<file path="src/sv/assert_macros.svh">
`ifndef ASSERT_MACROS_SVH
`define ASSERT_MACROS_SVH

// Checks that the consequent holds in the same cycle as the antecedent.
`define SCM_ASSERT_NOW(lbl, ante, cons, msg) \
  lbl: assert property (@(posedge clk_i) disable iff (!rst_ni) (ante) |-> (cons)) \
    else $error(msg);

// Checks that the consequent holds in the cycle after the antecedent.
`define SCM_ASSERT_NEXT(lbl, ante, cons, msg) \
  lbl: assert property (@(posedge clk_i) disable iff (!rst_ni) (ante) |=> (cons)) \
    else $error(msg);

`endif

</file>
<file path="src/sv/scm_pkg.sv">
package scm_pkg;

  localparam int unsigned SLOTS       = 64;
  localparam int unsigned SLOT_W      = 6;
  localparam int unsigned CNT_W       = 7;
  localparam int unsigned SEC_W       = 16;
  localparam int unsigned WALK_W      = 7;
  localparam int unsigned WRITE_LIMIT = 32;
  localparam logic [SEC_W-1:0] DISK_RESET = 16'd1024;

  localparam logic [1:0] CMD_READ  = 2'd0;
  localparam logic [1:0] CMD_WRITE = 2'd1;
  localparam logic [1:0] CMD_FLUSH = 2'd2;
  localparam logic [1:0] CMD_NONE  = 2'd3;

  localparam logic [2:0] ACT_HIT         = 3'd0;
  localparam logic [2:0] ACT_FETCH       = 3'd1;
  localparam logic [2:0] ACT_PREFETCH    = 3'd2;
  localparam logic [2:0] ACT_WRITEBACK   = 3'd3;
  localparam logic [2:0] ACT_INSTALL     = 3'd4;
  localparam logic [2:0] ACT_INSTALL_PRE = 3'd5;
  localparam logic [2:0] ACT_IDLE_FLUSH  = 3'd6;

  typedef struct packed {
    logic [1:0]       cmd;
    logic [SEC_W-1:0] sector;
  } req_t;

  typedef struct packed {
    logic [2:0]        action;
    logic [SEC_W-1:0]  sector_res;
    logic [SLOT_W-1:0] slot;
    logic              last;
  } res_t;

  typedef struct packed {
    logic              we;
    logic [SLOT_W-1:0] waddr;
    logic [SEC_W-1:0]  wdata;
    logic [SLOT_W-1:0] raddr;
  } tag_port_t;

  typedef struct packed {
    logic              we;
    logic [SLOT_W-1:0] waddr;
    logic [SLOT_W-1:0] wdata;
    logic [SLOT_W-1:0] raddr;
  } que_port_t;

  typedef struct packed {
    logic [CNT_W-1:0] count;
    logic             busy;
  } stat_t;

  typedef enum logic [3:0] {
    ST_IDLE,
    ST_LOOKUP,
    ST_PREF,
    ST_RECL,
    ST_WALK,
    ST_WALKEND,
    ST_POPQ,
    ST_POPT,
    ST_POPE,
    ST_INST,
    ST_EMIT
  } st_e;

  function automatic res_t mk_res(logic [2:0] act, logic [SEC_W-1:0] sec,
                                  logic [SLOT_W-1:0] slot, logic last);
    res_t r;
    r.action     = act;
    r.sector_res = sec;
    r.slot       = slot;
    r.last       = last;
    return r;
  endfunction

endpackage

</file>
<file path="src/sv/scm_ram.sv">
module scm_ram #(
  parameter int unsigned WIDTH = scm_pkg::SEC_W,
  parameter int unsigned DEPTH = scm_pkg::SLOTS,
  parameter int unsigned AW    = $clog2(DEPTH)
) (
  input  logic             clk_i,
  input  logic             we_i,
  input  logic [AW-1:0]    waddr_i,
  input  logic [WIDTH-1:0] wdata_i,
  input  logic [AW-1:0]    raddr_i,
  output logic [WIDTH-1:0] rdata_o
);

  logic [WIDTH-1:0] mem [DEPTH];
  logic [WIDTH-1:0] rdata_q;

  always_ff @(posedge clk_i) begin
    if (we_i) begin
      mem[waddr_i] <= wdata_i;
    end
    rdata_q <= mem[raddr_i];
  end

  assign rdata_o = rdata_q;

endmodule

</file>
<file path="src/sv/scm_ctrl.sv">
module scm_ctrl (
  input  logic                      clk_i,
  input  logic                      rst_ni,
  input  logic [scm_pkg::SEC_W-1:0] disk_i,
  input  logic                      in_valid_i,
  output logic                      in_ready_o,
  input  scm_pkg::req_t             req_i,
  output logic                      out_valid_o,
  input  logic                      out_ready_i,
  output scm_pkg::res_t             res_o,
  output scm_pkg::tag_port_t        tag_o,
  input  logic [scm_pkg::SEC_W-1:0] tag_rdata_i,
  output scm_pkg::que_port_t        que_o,
  input  logic [scm_pkg::SLOT_W-1:0] que_rdata_i,
  output scm_pkg::stat_t            stat_o
);

  scm_pkg::st_e state_q, state_d, ret_q, ret_d;
  logic [scm_pkg::SLOTS-1:0] valid_q, valid_d, used_q, used_d, dirty_q, dirty_d;
  logic [scm_pkg::SLOT_W-1:0] hand_q, hand_d, head_q, head_d;
  logic [scm_pkg::CNT_W-1:0] count_q, count_d, scan_q, scan_d;
  logic [scm_pkg::WALK_W-1:0] walk_q, walk_d;
  logic pend_q, pend_d, nc_q, nc_d, pre_q, pre_d, second_q, second_d;
  logic flush_q, flush_d;
  logic [scm_pkg::SLOT_W-1:0] pidx_q, pidx_d, slot_q, slot_d;
  logic [1:0] cmd_q, cmd_d;
  logic [scm_pkg::SEC_W-1:0] sec_q, sec_d;
  scm_pkg::res_t out_q, out_d;
  logic [scm_pkg::SEC_W:0] sec_p1;
  logic [scm_pkg::SEC_W-1:0] inst_sec;

  assign sec_p1   = {1'b0, sec_q} + {{scm_pkg::SEC_W{1'b0}}, 1'b1};
  assign inst_sec = second_q ? sec_p1[scm_pkg::SEC_W-1:0] : sec_q;

  always_ff @(posedge clk_i or negedge rst_ni) begin
    if (!rst_ni) begin
      state_q  <= scm_pkg::ST_IDLE;
      ret_q    <= scm_pkg::ST_IDLE;
      valid_q  <= '0;
      used_q   <= '0;
      dirty_q  <= '0;
      hand_q   <= '0;
      head_q   <= '0;
      count_q  <= '0;
      scan_q   <= '0;
      walk_q   <= '0;
      pend_q   <= 1'b0;
      nc_q     <= 1'b0;
      pre_q    <= 1'b0;
      second_q <= 1'b0;
      flush_q  <= 1'b0;
    end else begin
      state_q  <= state_d;
      ret_q    <= ret_d;
      valid_q  <= valid_d;
      used_q   <= used_d;
      dirty_q  <= dirty_d;
      hand_q   <= hand_d;
      head_q   <= head_d;
      count_q  <= count_d;
      scan_q   <= scan_d;
      walk_q   <= walk_d;
      pend_q   <= pend_d;
      nc_q     <= nc_d;
      pre_q    <= pre_d;
      second_q <= second_d;
      flush_q  <= flush_d;
    end
  end

  always_ff @(posedge clk_i) begin
    pidx_q <= pidx_d;
    slot_q <= slot_d;
    cmd_q  <= cmd_d;
    sec_q  <= sec_d;
    out_q  <= out_d;
  end

  always_comb begin
    state_d  = state_q;
    ret_d    = ret_q;
    valid_d  = valid_q;
    used_d   = used_q;
    dirty_d  = dirty_q;
    hand_d   = hand_q;
    head_d   = head_q;
    count_d  = count_q;
    scan_d   = scan_q;
    walk_d   = walk_q;
    pend_d   = pend_q;
    nc_d     = nc_q;
    pre_d    = pre_q;
    second_d = second_q;
    flush_d  = flush_q;
    pidx_d   = pidx_q;
    slot_d   = slot_q;
    cmd_d    = cmd_q;
    sec_d    = sec_q;
    out_d    = out_q;
    tag_o    = '0;
    que_o    = '0;
    case (state_q)
      scm_pkg::ST_IDLE: begin
        if (in_valid_i) begin
          cmd_d    = req_i.cmd;
          sec_d    = req_i.sector;
          scan_d   = '0;
          pend_d   = 1'b0;
          nc_d     = 1'b0;
          second_d = 1'b0;
          flush_d  = 1'b0;
          case (req_i.cmd)
            scm_pkg::CMD_NONE: state_d = scm_pkg::ST_IDLE;
            scm_pkg::CMD_FLUSH: begin
              if (count_q == '0) begin
                out_d   = scm_pkg::mk_res(scm_pkg::ACT_IDLE_FLUSH, '0, '0, 1'b1);
                ret_d   = scm_pkg::ST_IDLE;
                state_d = scm_pkg::ST_EMIT;
              end else begin
                flush_d = 1'b1;
                state_d = scm_pkg::ST_POPQ;
              end
            end
            default: state_d = scm_pkg::ST_LOOKUP;
          endcase
        end
      end
      scm_pkg::ST_LOOKUP: begin
        tag_o.raddr = scan_q[scm_pkg::SLOT_W-1:0];
        pend_d = (scan_q != scm_pkg::CNT_W'(scm_pkg::SLOTS));
        pidx_d = scan_q[scm_pkg::SLOT_W-1:0];
        if (pend_d) begin
          scan_d = scan_q + 1'b1;
        end
        if (pend_q && valid_q[pidx_q] && tag_rdata_i == sec_q) begin
          if (cmd_q == scm_pkg::CMD_WRITE && !dirty_q[pidx_q]) begin
            dirty_d[pidx_q] = 1'b1;
            if (count_q < scm_pkg::CNT_W'(scm_pkg::SLOTS)) begin
              que_o.we    = 1'b1;
              que_o.waddr = head_q + count_q[scm_pkg::SLOT_W-1:0];
              que_o.wdata = pidx_q;
              count_d     = count_q + 1'b1;
            end
          end
          used_d[pidx_q] = 1'b1;
          out_d   = scm_pkg::mk_res(scm_pkg::ACT_HIT, sec_q, pidx_q, 1'b1);
          ret_d   = scm_pkg::ST_IDLE;
          state_d = scm_pkg::ST_EMIT;
        end else begin
          if (pend_q && valid_q[pidx_q] && {1'b0, tag_rdata_i} == sec_p1) begin
            nc_d = 1'b1;
          end
          if (!pend_q && scan_q == scm_pkg::CNT_W'(scm_pkg::SLOTS)) begin
            if (cmd_q == scm_pkg::CMD_WRITE) begin
              state_d = scm_pkg::ST_RECL;
            end else begin
              pre_d   = (sec_p1 < {1'b0, disk_i}) && !nc_q;
              out_d   = scm_pkg::mk_res(scm_pkg::ACT_FETCH, sec_q, '0, 1'b0);
              ret_d   = pre_d ? scm_pkg::ST_PREF : scm_pkg::ST_RECL;
              state_d = scm_pkg::ST_EMIT;
            end
          end
        end
      end
      scm_pkg::ST_PREF: begin
        out_d = scm_pkg::mk_res(scm_pkg::ACT_PREFETCH, sec_p1[scm_pkg::SEC_W-1:0], '0, 1'b0);
        ret_d   = scm_pkg::ST_RECL;
        state_d = scm_pkg::ST_EMIT;
      end
      scm_pkg::ST_RECL: begin
        walk_d = '0;
        if (count_q > scm_pkg::CNT_W'(scm_pkg::WRITE_LIMIT)) begin
          state_d = scm_pkg::ST_POPQ;
        end else begin
          state_d = scm_pkg::ST_WALK;
        end
      end
      scm_pkg::ST_WALK: begin
        hand_d = hand_q + 1'b1;
        if (!valid_q[hand_q] || (!used_q[hand_q] && !dirty_q[hand_q])) begin
          slot_d  = hand_q;
          state_d = scm_pkg::ST_INST;
        end else begin
          used_d[hand_q] = 1'b0;
          if (walk_q == scm_pkg::WALK_W'(2 * scm_pkg::SLOTS - 1)) begin
            state_d = scm_pkg::ST_WALKEND;
          end else begin
            walk_d = walk_q + 1'b1;
          end
        end
      end
      scm_pkg::ST_WALKEND: begin
        if (count_q != '0) begin
          state_d = scm_pkg::ST_POPQ;
        end else begin
          slot_d  = hand_q;
          hand_d  = hand_q + 1'b1;
          state_d = scm_pkg::ST_INST;
        end
      end
      scm_pkg::ST_POPQ: begin
        que_o.raddr = head_q;
        state_d     = scm_pkg::ST_POPT;
      end
      scm_pkg::ST_POPT: begin
        slot_d      = que_rdata_i;
        tag_o.raddr = que_rdata_i;
        head_d      = head_q + 1'b1;
        count_d     = count_q - 1'b1;
        state_d     = scm_pkg::ST_POPE;
      end
      scm_pkg::ST_POPE: begin
        dirty_d[slot_q] = 1'b0;
        if (flush_q) begin
          valid_d[slot_q] = 1'b0;
          used_d[slot_q]  = 1'b0;
          ret_d = (count_q == '0) ? scm_pkg::ST_IDLE : scm_pkg::ST_POPQ;
        end else begin
          ret_d = scm_pkg::ST_INST;
        end
        out_d = scm_pkg::mk_res(scm_pkg::ACT_WRITEBACK, tag_rdata_i, slot_q,
                                flush_q && count_q == '0);
        state_d = scm_pkg::ST_EMIT;
      end
      scm_pkg::ST_INST: begin
        tag_o.we        = 1'b1;
        tag_o.waddr     = slot_q;
        tag_o.wdata     = inst_sec;
        valid_d[slot_q] = 1'b1;
        used_d[slot_q]  = 1'b1;
        ret_d           = scm_pkg::ST_IDLE;
        state_d         = scm_pkg::ST_EMIT;
        if (cmd_q == scm_pkg::CMD_WRITE) begin
          dirty_d[slot_q] = 1'b1;
          if (count_q < scm_pkg::CNT_W'(scm_pkg::SLOTS)) begin
            que_o.we    = 1'b1;
            que_o.waddr = head_q + count_q[scm_pkg::SLOT_W-1:0];
            que_o.wdata = slot_q;
            count_d     = count_q + 1'b1;
          end
          out_d = scm_pkg::mk_res(scm_pkg::ACT_INSTALL, sec_q, slot_q, 1'b1);
        end else if (second_q) begin
          out_d = scm_pkg::mk_res(scm_pkg::ACT_INSTALL_PRE, inst_sec, slot_q, 1'b1);
        end else begin
          out_d = scm_pkg::mk_res(scm_pkg::ACT_INSTALL, sec_q, slot_q, !pre_q);
          if (pre_q) begin
            second_d = 1'b1;
            ret_d    = scm_pkg::ST_RECL;
          end
        end
      end
      scm_pkg::ST_EMIT: begin
        if (out_ready_i) begin
          state_d = ret_q;
        end
      end
      default: state_d = scm_pkg::ST_IDLE;
    endcase
  end

  assign in_ready_o   = (state_q == scm_pkg::ST_IDLE);
  assign out_valid_o  = (state_q == scm_pkg::ST_EMIT);
  assign res_o        = out_q;
  assign stat_o.count = count_q;
  assign stat_o.busy  = (state_q != scm_pkg::ST_IDLE);

endmodule

</file>
<file path="src/sv/sector_cache_clock_writebehind_top.sv">
// Channel    Direction  Signals
// request    in         in_valid_i, in_ready_o, req_i
// result     out        out_valid_o, out_ready_i, res_o
// config     in         cfg_we_i, cfg_wdata_i
//
// A request runs alone: the tag scan, each clock walk and each writeback end before the next request is taken.
// Each result waits in the output register until taken.
// Reset clears all slot bits, the hand and the write queue at once; no clearing pass.
// A stalled result holds the sequencer; a new request is taken only when idle.
`include "assert_macros.svh"

module sector_cache_clock_writebehind_top (
  input  logic                      clk_i,
  input  logic                      rst_ni,
  input  logic                      in_valid_i,
  output logic                      in_ready_o,
  input  scm_pkg::req_t             req_i,
  output logic                      out_valid_o,
  input  logic                      out_ready_i,
  output scm_pkg::res_t             res_o,
  input  logic                      cfg_we_i,
  input  logic [scm_pkg::SEC_W-1:0] cfg_wdata_i
);

  logic [scm_pkg::SEC_W-1:0] disk_q;
  scm_pkg::tag_port_t tag_port;
  scm_pkg::que_port_t que_port;
  logic [scm_pkg::SEC_W-1:0] tag_rdata;
  logic [scm_pkg::SLOT_W-1:0] que_rdata;
  scm_pkg::stat_t stat;

  always_ff @(posedge clk_i or negedge rst_ni) begin
    if (!rst_ni) begin
      disk_q <= scm_pkg::DISK_RESET;
    end else if (cfg_we_i) begin
      disk_q <= cfg_wdata_i;
    end
  end

  scm_ctrl u_ctrl (
    .clk_i       (clk_i),
    .rst_ni      (rst_ni),
    .disk_i      (disk_q),
    .in_valid_i  (in_valid_i),
    .in_ready_o  (in_ready_o),
    .req_i       (req_i),
    .out_valid_o (out_valid_o),
    .out_ready_i (out_ready_i),
    .res_o       (res_o),
    .tag_o       (tag_port),
    .tag_rdata_i (tag_rdata),
    .que_o       (que_port),
    .que_rdata_i (que_rdata),
    .stat_o      (stat)
  );

  scm_ram #(
    .WIDTH (scm_pkg::SEC_W),
    .DEPTH (scm_pkg::SLOTS)
  ) u_tag_ram (
    .clk_i   (clk_i),
    .we_i    (tag_port.we),
    .waddr_i (tag_port.waddr),
    .wdata_i (tag_port.wdata),
    .raddr_i (tag_port.raddr),
    .rdata_o (tag_rdata)
  );

  scm_ram #(
    .WIDTH (scm_pkg::SLOT_W),
    .DEPTH (scm_pkg::SLOTS)
  ) u_que_ram (
    .clk_i   (clk_i),
    .we_i    (que_port.we),
    .waddr_i (que_port.waddr),
    .wdata_i (que_port.wdata),
    .raddr_i (que_port.raddr),
    .rdata_o (que_rdata)
  );

  `SCM_ASSERT_NOW(a_excl, out_valid_o, !in_ready_o, "Result shown while idle.")
  `SCM_ASSERT_NOW(a_count, 1'b1, stat.count <= scm_pkg::CNT_W'(scm_pkg::SLOTS), "Queue overflow.")
  `SCM_ASSERT_NEXT(a_busy, in_valid_i && in_ready_o && req_i.cmd != scm_pkg::CMD_NONE, stat.busy, "Request not started.")

endmodule
</file>
<file path="config.mk">
export PLATFORM = sky130hd
export DESIGN_NAME = sector_cache_clock_writebehind_top
export DESIGN_NICKNAME = d
export VERILOG_FILES = /design/src/sv/scm_pkg.sv /design/src/sv/scm_ram.sv /design/src/sv/scm_ctrl.sv /design/src/sv/sector_cache_clock_writebehind_top.sv
export VERILOG_INCLUDE_DIRS = /design/src /design/src/sv
export SDC_FILE = /design/constraint.sdc
export NUM_CORES = 2
export LEC_CHECK = 0
export BUFFER_PORTS_ARGS = -buffer_cell sky130_fd_sc_hd__buf_2
export CAP_MARGIN = 15
export CORE_ASPECT_RATIO = 1.1
export CORE_MARGIN = 1.5
export CORE_UTILIZATION = 45
export DETAILED_ROUTE_END_ITERATION = 10
export PLACE_DENSITY = 0.65
export SLEW_MARGIN = 40
export SYNTH_ARGS = -nofsm -noshare
export SYNTH_HDL_FRONTEND = slang
export SYNTH_HIERARCHICAL = 1
export SYNTH_SLANG_ARGS = --single-unit
</file>
<file path="constraint.sdc">
create_clock -name clk_i -period 13.78 [get_ports clk_i]
set_clock_uncertainty 0.05 [all_clocks]
set_input_delay 2.756 -clock clk_i [delete_from_list [all_inputs] [get_ports clk_i]]
set_output_delay 2.756 -clock clk_i [all_outputs]
set_load 0.01 [all_outputs]
</file>
==> results_tabular.tex <==
\begin{tabular}{lr}
\hline
Metric & Value \\
\hline
\multicolumn{2}{l}{\textbf{Worst setup path}} \\
Critical R2R Launch & u\_ctrl/state\_q[2]\$\_DFFE\_PN0P\_ \\
Crit path from & u\_ctrl/state\_q[2]\$\_DFFE\_PN0P\_ \\
Worst flop-to-flop path endpoint & u\_tag\_ram/rdata\_o[12]\$\_DFF\_P\_ \\
Setup slack of the most critical reg-to-reg path & 7.39 ns \\
Arrival time at the worst endpoint & 7.04 ns \\
Type of destination of the critical path & register \\
Kind of launch point of the worst setup path & register \\
Req. time, crit path & 14.43 ns \\
Critical Setup Path Class & register to register \\
Reg2Reg Depth & 15 \\
Worst setup endpoint & u\_tag\_ram/rdata\_o[12]\$\_DFF\_P\_ \\
Crit-path max FO & 91 \\
\multicolumn{2}{l}{\textbf{CTS}} \\
Number of hold-repair buffers added at the cts stage & 0 \\
Clock root buffer & sky130\_fd\_sc\_hd\_\_clkbuf\_16 \\
Num CTS Buffers & 180 \\
Cells resized by post-CTS repair & 0 \\
Setup repair bufs after CTS & 0 \\
Maximum buffer depth of the clock tree & 3 \\
Clock-pin slew on the worst setup and hold paths & 0.06 ns \\
Clock tree from TritonCTS & yes \\
H-tree level count & 4 \\
Sinks on the clock net & 1740 \\
Clk\_lat worst skew & 0.83 ns \\
\multicolumn{2}{l}{\textbf{Yosys}} \\
Gate Count Post-Synth & 4621 \\
Asr flop ratio synth & 14.6\% \\
Synth Warn \# & 6 \\
Distinct cell type count after synthesis & 96 \\
Sequential share of the synthesized area & 68.3\% \\
Syn\_area\_per\_cell & 16.1 µm² \\
Number of enable-type register cells in the synthesized netlist & 1464 \\
Number of nets in the synthesized netlist & 4694 \\
Cell area after synthesis & 74300 µm² \\
Synth Flop Type & sky130\_fd\_sc\_hd\_\_edfxtp\_1 \\
Post-synthesis sequential element count & 1740 \\
\multicolumn{2}{l}{\textbf{Cells and area}} \\
Highest-count cells in the layout ignoring fill and taps & sky130\_fd\_sc\_hd\_\_edfxtp\_1 (1464), sky130\_fd\_sc\_hd\_\_mux4\_2 (335), sky130\_fd\_sc\_hd\_\_nand2\_1 (303) \\
Most common cell after layout, fill and taps aside & sky130\_fd\_sc\_hd\_\_edfxtp\_1 \\
NumNets Final & 4775 \\
Register area & 50800 µm² \\
Final core utilization & 50.7\% \\
Total area of multi-input combinational cells & 22000 µm² \\
Share of layout cells above drive strength 1 & 20.1\% \\
Number of fillers in the final layout & 13400 \\
Syn-to-layout area delta & 12.1\% \\
\multicolumn{2}{l}{\textbf{Min path}} \\
Worst Hold Class & register to register \\
\multicolumn{2}{l}{\textbf{Power}} \\
Net switching power figure & 0.00358 W \\
Fraction of power consumed by sequential logic & 47.8\% \\
Internal power of the cells & 0.00944 W \\
Leakage dissipation & 26.3 nW \\
Proportion of power drawn by the clock network & 38.0\% \\
Total power after layout & 0.0130 W \\
Switching power share of the total & 27.5\% \\
Largest vdd supply drop & 111 µV \\
Power density normalized to cell area & 156 nW/µm² \\
Proportion of power drawn by combinational gates & 14.2\% \\
\multicolumn{2}{l}{\textbf{Status}} \\
Status & finished clean \\
\multicolumn{2}{l}{\textbf{Floorplan}} \\
Rows & 156 \\
Die H & 429 µm \\
Initial Utilization & 45.3\% \\
Top-Level Pins & 67 \\
Horiz. Die Dim & 390 µm \\
Core Region & 164000 µm² \\
Die area & 168000 µm² \\
\multicolumn{2}{l}{\textbf{Detailed routing}} \\
Avg WL per Cell & 29.3 µm \\
Detail-routed via count per cell & 6.29 \\
Number of iterations in the first detailed-routing pass & 7 \\
Drt total wl & 207000 µm \\
Remaining DRCs & 0 \\
Antenna-violating nets left & 0 \\
Iteration-0 DRC Markers & 5431 \\
Routed via count & 44500 \\
\multicolumn{2}{l}{\textbf{GRT}} \\
Global route total overflow & 0 \\
Vias in the first global route & 44100 \\
Global routing usage summed across all routing layers & 24.6\% \\
First-pass GRT wire length & 302000 µm \\
Largest net degree at the start of global routing & 127 \\
Number of antenna violations at the first check in global routing & 6 \\
\multicolumn{2}{l}{\textbf{STA}} \\
Achievable clock frequency & 156 MHz \\
Slew of the pin with the lowest slew margin & 0.941 ns \\
Total Neg Setup Slack & 0 ns \\
Total count of max-transition violations in the final report & 0 \\
Hold violation total from the final report & 0 \\
Share of the clock period used by the worst path & 46.4\% \\
Setup violation total in the final timing report & 0 \\
Time the worst path needs with I/O delays and setup & 6.39 ns \\
Rel. slew slack & 37.1\% \\
Crit path setup slack, layout & 7.39 ns \\
Unrepaired setup endpoints after global routing & no \\
\multicolumn{2}{l}{\textbf{Place}} \\
Detailed placer's ending HPWL & 127000 µm \\
Last weighted congestion value of the routability-driven placer & 0.950 \\
Pre-CTS setup slack & 7.47 ns \\
Port Buffers & 66 \\
\multicolumn{2}{l}{\textbf{Flow run}} \\
Max-cap violations & 0 \\
\hline
\end{tabular}
[synthesized netlist by cell type (all sizes together) (50+ instances only)]
| master | count | area [µm²] |
|---|---|---|
| mux2i | 129 | 1290 |
| a22oi | 52 | 390 |
| a21oi | 199 | 996 |
| nor2 | 247 | 932 |
| nand2 | 310 | 1180 |
| dfrtp | 253 | 6330 |
| nand3 | 81 | 410 |
| xnor2 | 50 | 438 |
| mux4 | 339 | 7650 |
| mux2 | 66 | 785 |
| buf | 162 | 1180 |
| o21ai | 254 | 1270 |
| clkbuf | 146 | 554 |
| a32o | 62 | 621 |
| o22ai | 84 | 526 |
| edfxtp | 1464 | 44000 |
| nor2b | 55 | 344 |
[layer usage]
layer | wire length, µm | global-route usage [%] | up-vias
met5 | 154 | 0 | -
met4 | 10100 | 11.0 | 8
met3 | 19900 | 5.78 | 559
met2 | 97900 | 38.8 | 2509
met1 | 79300 | 32.5 | 22800
li1 | - | - | 18600
[flip-flops by register name (all words and copies together), names as in the netlist, 16 cells and up, named ones only]
name and flops:
u_ctrl/res_o 26, u_ctrl/used_q 64, disk_q 16, u_ctrl/sec_q 16, u_que_ram/mem 384, u_tag_ram/rdata_o 16
u_tag_ram/mem 1024, u_ctrl/dirty_q 64
[kinds of logic after synthesis]
kind of cell	Yosys count	share of synthesized area [%]
fa+ha+maj	34	0.593
compound gates	915	8.16
flops	1740	68.3
xor+xnor	87	1.03
buf+inv	358	2.58
mux	534	13.1
simple gates	953	6.22
[worst min-delay path by stage]
| stage | startpoint | endpoint | slack, ns | cells past startpoint |
|---|---|---|---|---|
| finish | u_ctrl/pre_q$_DFFE_PN0P_ | u_ctrl/pre_q$_DFFE_PN0P_ | 0.46 | 1 |
| global route | disk_q[0]$_DFFE_PN0P_ | disk_q[0]$_DFFE_PN0P_ | 0.48 | 1 |
| CTS | u_ctrl/walk_q[6]$_DFFE_PN0P_ | u_ctrl/walk_q[6]$_DFFE_PN0P_ | 0.45 | 2 |
| detailed placement | u_ctrl/walk_q[6]$_DFFE_PN0P_ | u_ctrl/walk_q[6]$_DFFE_PN0P_ | 0.44 | 2 |
| global placement | u_ctrl/walk_q[6]$_DFFE_PN0P_ | u_ctrl/walk_q[6]$_DFFE_PN0P_ | 0.43 | 2 |
| floorplan | u_ctrl/walk_q[6]$_DFFE_PN0P_ | u_ctrl/walk_q[6]$_DFFE_PN0P_ | 0.41 | 2 |
[power groups by stage]
stage          clock [W]  sequential, W  combinational, W
2_1_floorplan          0        0.00621           0.00116
3_3_place_gp           0        0.00632           0.00176
3_5_place_dp           0        0.00632           0.00178
4_1_cts          0.00501        0.00621           0.00178
5_1_grt          0.00522        0.00624           0.00194
6_report         0.00495        0.00622           0.00184
[per-stage QoR]
stage / instances / hold WS, ns / area, µm²
global placement: 6723 / 0.426 / 77000
finish: 7070 / 0.456 / 83300
floorplan: 4621 / 0.413 / 74300
global route: 7068 / 0.479 / 83300
detailed placement: 6728 / 0.438 / 77100
CTS: 7062 / 0.451 / 83200
[worst max-delay path: stages, from the launching register on]
cell and delay [ns]:
sky130_fd_sc_hd__dfrtp_1 0.55, sky130_fd_sc_hd__clkinv_1 0.35, sky130_fd_sc_hd__nor2_1 0.50, sky130_fd_sc_hd__nand2_1 0.32, sky130_fd_sc_hd__inv_1 0.52, sky130_fd_sc_hd__nand2_1 0.20
sky130_fd_sc_hd__o21ai_4 0.10, sky130_fd_sc_hd__buf_6 0.53, sky130_fd_sc_hd__buf_12 0.33, sky130_fd_sc_hd__buf_16 0.38, sky130_fd_sc_hd__buf_12 0.63, sky130_fd_sc_hd__mux4_2 0.58
sky130_fd_sc_hd__mux2_2 0.28, sky130_fd_sc_hd__nand2_1 0.07, sky130_fd_sc_hd__nand4_1 0.34, sky130_fd_sc_hd__and4_1 0.34
[layout make-up]
class,instances,area share [%]
Clock inverter,100,1.38
Antenna cell,4,0.0120
Tap cell,2212,3.32
Multi-Input combinational cell,2523,26.4
Inverter,50,0.225
Sequential cell,1740,61.0
Timing Repair Buffer,207,1.86
Clock buffer,234,5.85
Note: power is estimated with default switching activity, not from simulation.
